--- config.mk ---
export PLATFORM = sky130hd
export DESIGN_NAME = pcm_ctrl
export DESIGN_NICKNAME = d
export VERILOG_FILES = /design/src/design/pcm_pkg.sv /design/src/design/pcm_ctrl.sv
export SDC_FILE = /design/constraint.sdc
export NUM_CORES = 1
export LEC_CHECK = 0
export BUFFER_PORTS_ARGS = -buffer_cell sky130_fd_sc_hd__buf_4
export CORE_MARGIN = 3
export CORE_UTILIZATION = 30
export CTS_BUF_LIST = sky130_fd_sc_hd__clkbuf_2 sky130_fd_sc_hd__clkbuf_4 sky130_fd_sc_hd__clkbuf_8
export DETAILED_ROUTE_END_ITERATION = 8
export HOLD_SLACK_MARGIN = 0.05
export PLACE_DENSITY = 0.53
export SLEW_MARGIN = 30
export SYNTH_ARGS = -nofsm -noshare
export SYNTH_HDL_FRONTEND = slang
export SYNTH_SLANG_ARGS = --single-unit
--- constraint.sdc ---
create_clock -name clk -period 6.1 [get_ports clk]
set_input_delay 0.61 -clock clk [delete_from_list [all_inputs] [get_ports clk]]
set_output_delay 0.61 -clock clk [all_outputs]
set_load 0.05 [all_outputs]
--- src/design/pcm_pkg.sv ---
// pcm_pkg: shared sizes, configuration codes and the controller/datapath
// command and status structs of the pairwise contact map block.
// No dependencies.
package pcm_pkg;

  // block sizing
  localparam int MAX_ATOMS    = 64;
  localparam int MAX_RESIDUES = 64;
  localparam int COORD_BITS   = 24;

  // derived widths
  localparam int ATOM_IDX_BITS = (MAX_ATOMS > 1) ? $clog2(MAX_ATOMS) : 1;
  localparam int ATOM_CNT_BITS = $clog2(MAX_ATOMS + 1);
  localparam int RES_IDX_BITS  = (MAX_RESIDUES > 1) ? $clog2(MAX_RESIDUES) : 1;
  localparam int RES_CNT_BITS  = $clog2(MAX_RESIDUES + 1);
  localparam int DIFF_BITS     = COORD_BITS + 1;
  localparam int SQ_BITS       = 2 * DIFF_BITS;
  localparam int SUM_BITS      = SQ_BITS + 2;

  // fixed field widths
  localparam int GROUP_BITS     = 32;
  localparam int RES_IN_BITS    = 8;
  localparam int CUTOFF_BITS    = 23;
  localparam int NRES_REG_BITS  = 7;
  localparam int C2_BITS        = 2 * CUTOFF_BITS;
  localparam int CMP_BITS       = (SUM_BITS > C2_BITS) ? SUM_BITS : C2_BITS;
  localparam int CFG_INDEX_BITS = 2;
  localparam int CFG_DATA_BITS  = 32;

  // register reset values
  localparam logic [CUTOFF_BITS-1:0]   CUTOFF_RESET = CUTOFF_BITS'(34816);
  localparam logic [GROUP_BITS-1:0]    GROUP_RESET  = GROUP_BITS'(1);
  localparam logic [NRES_REG_BITS-1:0] NRES_RESET   = NRES_REG_BITS'(64);

  typedef enum logic [CFG_INDEX_BITS-1:0] {
    CFG_CUTOFF       = 2'd0,
    CFG_GROUP_MASK   = 2'd1,
    CFG_NUM_RESIDUES = 2'd2
  } cfg_index_t;

  // one stored atom
  typedef struct packed {
    logic [COORD_BITS-1:0]   x;
    logic [COORD_BITS-1:0]   y;
    logic [COORD_BITS-1:0]   z;
    logic [RES_IDX_BITS-1:0] res;
  } atom_t;

  // controller to datapath
  typedef struct packed {
    logic                     store;
    logic [ATOM_IDX_BITS-1:0] store_addr;
    logic                     pair_valid;
    logic [ATOM_IDX_BITS-1:0] addr_i;
    logic [ATOM_IDX_BITS-1:0] addr_j;
    logic                     clear;
    logic [RES_IDX_BITS-1:0]  row;
    logic                     out_load;
    logic                     last_row;
    logic                     dropped;
  } pcm_cmd_t;

  // datapath to controller
  typedef struct packed {
    logic                    keep;
    logic                    busy;
    logic                    out_free;
    logic [RES_CNT_BITS-1:0] n_eff;
  } pcm_status_t;

endpackage

--- src/design/pcm_ctrl.sv ---
// pcm_ctrl: frame sequencer of the contact map block (load, clear sweep,
// pair walk, drain, row emit). Depends on pcm_pkg.
module pcm_ctrl
  import pcm_pkg::*;
(
  input  logic        clk,
  input  logic        rst,
  input  logic        in_valid,
  output logic        in_stall,
  input  logic        last_atom,
  input  pcm_status_t status,
  output pcm_cmd_t    cmd
);

  typedef enum logic [2:0] {
    ST_LOAD,
    ST_CLEAR,
    ST_PAIRS,
    ST_DRAIN,
    ST_EMIT_READ,
    ST_EMIT_LOAD
  } state_t;

  state_t                   state;
  logic [ATOM_CNT_BITS-1:0] count;
  logic                     overflow;
  logic [ATOM_IDX_BITS-1:0] idx_i;
  logic [ATOM_IDX_BITS-1:0] idx_j;
  logic [RES_IDX_BITS-1:0]  row;

  logic                     accept;
  logic                     room;
  logic [ATOM_IDX_BITS-1:0] count_m1;
  logic                     is_last_row;

  assign in_stall    = (state != ST_LOAD);
  assign accept      = in_valid && (state == ST_LOAD);
  assign room        = count < ATOM_CNT_BITS'(MAX_ATOMS);
  assign count_m1    = ATOM_IDX_BITS'(count - ATOM_CNT_BITS'(1));
  assign is_last_row = (RES_CNT_BITS'(row) + RES_CNT_BITS'(1)) == status.n_eff;

  always_comb begin
    cmd            = '0;
    cmd.store      = accept && status.keep && room;
    cmd.store_addr = ATOM_IDX_BITS'(count);
    cmd.pair_valid = (state == ST_PAIRS);
    cmd.addr_i     = idx_i;
    cmd.addr_j     = idx_j;
    cmd.clear      = (state == ST_CLEAR);
    cmd.row        = row;
    cmd.out_load   = (state == ST_EMIT_LOAD) && status.out_free;
    cmd.last_row   = is_last_row;
    cmd.dropped    = overflow;
  end

  always_ff @(posedge clk) begin
    if (rst) begin
      state    <= ST_LOAD;
      count    <= '0;
      overflow <= 1'b0;
      idx_i    <= '0;
      idx_j    <= '0;
      row      <= '0;
    end else begin
      case (state)
        ST_LOAD: begin
          if (accept) begin
            if (status.keep) begin
              if (room) count <= count + ATOM_CNT_BITS'(1);
              else overflow <= 1'b1;
            end
            if (last_atom) begin
              row   <= '0;
              state <= ST_CLEAR;
            end
          end
        end
        ST_CLEAR: begin
          if (row == RES_IDX_BITS'(MAX_RESIDUES - 1)) begin
            row   <= '0;
            idx_i <= '0;
            idx_j <= '0;
            state <= (count == '0) ? ST_DRAIN : ST_PAIRS;
          end else begin
            row <= row + RES_IDX_BITS'(1);
          end
        end
        ST_PAIRS: begin
          if (idx_j == count_m1) begin
            if (idx_i == count_m1) begin
              state <= ST_DRAIN;
            end else begin
              idx_i <= idx_i + ATOM_IDX_BITS'(1);
              idx_j <= idx_i + ATOM_IDX_BITS'(1);
            end
          end else begin
            idx_j <= idx_j + ATOM_IDX_BITS'(1);
          end
        end
        ST_DRAIN: begin
          if (!status.busy) state <= ST_EMIT_READ;
        end
        ST_EMIT_READ: begin
          state <= ST_EMIT_LOAD;
        end
        ST_EMIT_LOAD: begin
          if (status.out_free) begin
            if (is_last_row) begin
              count    <= '0;
              overflow <= 1'b0;
              row      <= '0;
              state    <= ST_LOAD;
            end else begin
              row   <= row + RES_IDX_BITS'(1);
              state <= ST_EMIT_READ;
            end
          end
        end
        default: state <= ST_LOAD;
      endcase
    end
  end

`ifndef SYNTHESIS
  a_count_bound: assert property (@(posedge clk) disable iff (rst)
    count <= ATOM_CNT_BITS'(MAX_ATOMS))
    else $error("atom count beyond store depth");

  a_overflow_full: assert property (@(posedge clk) disable iff (rst)
    overflow |-> (count == ATOM_CNT_BITS'(MAX_ATOMS)))
    else $error("overflow flagged with room left in store");

  a_pair_order: assert property (@(posedge clk) disable iff (rst)
    cmd.pair_valid |-> (idx_i <= idx_j))
    else $error("pair issued with i above j");

  a_map_settled: assert property (@(posedge clk) disable iff (rst)
    (state == ST_EMIT_READ) |-> !status.busy)
    else $error("map read while pair pipeline still writing");
`endif

endmodule

==> impl_metrics.csv <==
group,metric,value,unit
outcome,status,"finished, final reports clean",
setup_path,cp-end-kind,"primary output",
sta,slew_violations,0,
floorplanning,start_util,32.0,%
synth,syn_nets,308,
synth,ys_ff_latch,29,
floorplanning,rows,31,
route,drt_iter0_markers,70,
setup_path,path_class,"reg2out",
finish,final_nets,334,
sta,hold_viol,0,
floorplanning,die_h,95.4,µm
clock_network,clk_path_buf_depth,2,
synth,ys_types,60,
placement,port_buffers,44,
setup_path,critPathRequiredTime,5.49,ns
route,vias,2133,
sta,fin_crit,2.88,ns
power,power.density,214,mW/mm²
power,power.leakage,1.06,nW
synth,netlist.area_leader.share,24.2,%
route,postRouteWirelength,6060,µm
finish,final_util,37.8,%
route,first_pass_iters,4,
grt,grt_pass1_vias,2050,
sta,holdWs,0.520,ns
clock_network,cts_made_buffers,5,
synth,synthArstFlopShare,0,%
synth,synth_area_leaders,"dfxtp_1 24%, xnor2_1 6.6%, nand2_1 5.0%",
placement,place_ws,3.54,ns
synth,ys_seq_area_share,24.2,%
clock_network,cts_tree,"built",
grt,grt.overflow.total,0,
sta,setup_viol,0,
grt,grt_pass1_wl,10200,µm
synth,yosysTopAreaCell,"dfxtp_1",
synth,ys.flop_type,"dfxtp_1",
clock_network,postCtsHoldBufs,0,
route,final_antenna_net_count,0,
power,irDropWorstVdd,156,µV
placement,gp_congestion,0.803,
finish,drive_gt1_share,22.5,%
grt,grt_max_degree,28,
finish,syn_to_final_growth,18.1,%
clock_network,postCtsSetupBuffers,0,
synth,synth_enable_flop_cells,0,
synth,yosysWarningCount,0,
floorplanning,dieArea,0.00910,mm²
sta,worst_clock_skew,0.0134,ns
floorplanning,dieWidth,95.4,µm
setup_path,cp-start-kind,"register",
clock_network,clk_latency,0.29,ns
grt,antenna_found_initial,0,
clock_network,clk_pin_slew,0.08,ns
sta,rsz0062_at_grt,"false",
route,drc,0,
setup_path,cp.arrival,2.27,ns
sta,fin_tns_setup,0,ns
sta,tightest_slew,0.709,ns
sta,layout_setup_ws,3.22,ns
synth,synth_area_per_cell,8.29,µm²
clock_network,clock-sinks,29,
grt,grt.total_usage,14.2,%
sta,timing.final.crit_share,47.3,%
floorplanning,design.core.area,0.00749,mm²
sta,slew-limit-headroom,52.6,%
clock_network,cts_root_buffer,"clkbuf_8",
synth,yosysMostFrequentCell,"nand2_1",
sta,fmax,347,MHz
clock_network,cts_resized,0,
finish,n_antenna_cell,0,
run,maxCapViolations,0,
setup_path,cp_max_fo,6,
synth,ys_top_cells_by_count,"32 x nand2_1, 29 x dfxtp_1, 20 x nand3_1, 18 x xnor2_1, 16 x o21ai_0",
route,wl_per_cell,14.6,µm
hold_path,min-delay-path-class,"reg2reg",
route,vias_per_cell,5.14,
clock_network,h-tree-depth,2,
placement,dpl.hpwl,4600,µm
synth,syn-cell-area,0.00240,mm²
floorplanning,io_pins,45,
synth,syn-instance-count,289,
-- flip-flops by register name, indices dropped and copies added, names as in the netlist --
signal    count
state         3
idx_i         6
overflow      1
count         7
row           6
idx_j         6
-- layer usage --
metal  track usage (%)  routed length [µm]
met5                 0                   0
met2              22.7                2830
met4              5.09                  95
met3              2.60                 278
met1              19.0                2860
-- final timing paths --
kind                                             from                     to  slack, ns  depth (start not counted)
worst max-delay path              row[0]$_SDFFE_PP0P_                 cmd[1]       3.22                          7
worst min-delay path              row[1]$_SDFFE_PP0P_    row[1]$_SDFFE_PP0P_       0.52                          2
worst max register to register  count[0]$_SDFFE_PP0P_  idx_j[1]$_SDFFE_PP0P_       3.61                          8
worst min register to register    row[1]$_SDFFE_PP0P_    row[1]$_SDFFE_PP0P_       0.52                          2
-- where the power goes --
| group | leakage, nW | switching [mW] | internal (mW) |
|---|---|---|---|
| sequential | 0.234 | 0.0141 | 0.197 |
| combinational | 0.760 | 0.0929 | 0.0566 |
| clock | 0.0681 | 0.0822 | 0.162 |
| total | 1.06 | 0.189 | 0.416 |
-- cells in the final DEF (no fill, tap or decap), types with 2 or more instances in the layout --
| cell type | count |
|---|---|
| o311ai_1 | 4 |
| a2bb2oi_1 | 2 |
| a311oi_1 | 2 |
| dfxtp_1 | 29 |
| o21ai_0 | 16 |
| ha_1 | 5 |
| o32ai_1 | 2 |
| clkbuf_8 | 5 |
| xor2_1 | 9 |
| nor3_1 | 7 |
| xnor3_1 | 3 |
| and3_1 | 3 |
| mux2i_1 | 4 |
| nand3_1 | 20 |
| and2_1 | 2 |
| nand2b_1 | 13 |
| inv_1 | 13 |
| nand2_1 | 32 |
| buf_4 | 44 |
| nor2_1 | 12 |
| nor3b_4 | 2 |
| o211ai_1 | 9 |
| o21ai_1 | 3 |
| nor2b_1 | 9 |
| xnor2_1 | 18 |
| a21oi_1 | 9 |
| or2_2 | 3 |
| o31ai_1 | 3 |
| bufinv_16 | 2 |
-- critical path, cell delays in order (launching register included) --
cell and delay, ns:
dfxtp_1 0.37, ha_1 0.29, and2_1 0.22, a21o_1 0.21, a2111oi_4 0.40, nand3_1 0.21
inv_1 0.09, buf_4 0.19
-- area by class of cell --
class / count / area (µm²)
Inverter: 14 / 52.6
Sequential cell: 29 / 581
Fill cell: 773 / 4660
Tap cell: 99 / 124
Multi-Input combinational cell: 221 / 1610
Clock buffer: 5 / 68.8
Clock inverter: 3 / 65.1
Timing Repair Buffer: 44 / 330
-- per-stage QoR --
step	cell area, µm²	std cells	total power, mW
2_1_floorplan	2400	289	0.328
6_report	2830	415	0.605
3_5_place_dp	2700	407	0.365
4_1_cts	2830	415	0.613
3_3_place_gp	2690	407	0.365
5_1_grt	2830	415	0.633
-- logic make-up (layout without fill, tap and decap cells) --
logic type / count (synthesis) / after routing / share of synthesized area (%)
compound gates: 68 / 68 / 22.3
buf+inv: 39 / 66 / 8.72
mux: 4 / 4 / 1.67
flops: 29 / 29 / 24.2
xor+xnor: 32 / 32 / 14.8
simple gates: 112 / 112 / 25.6
fa+ha+maj: 5 / 5 / 2.61
Power figures use the tool's default switching activity.
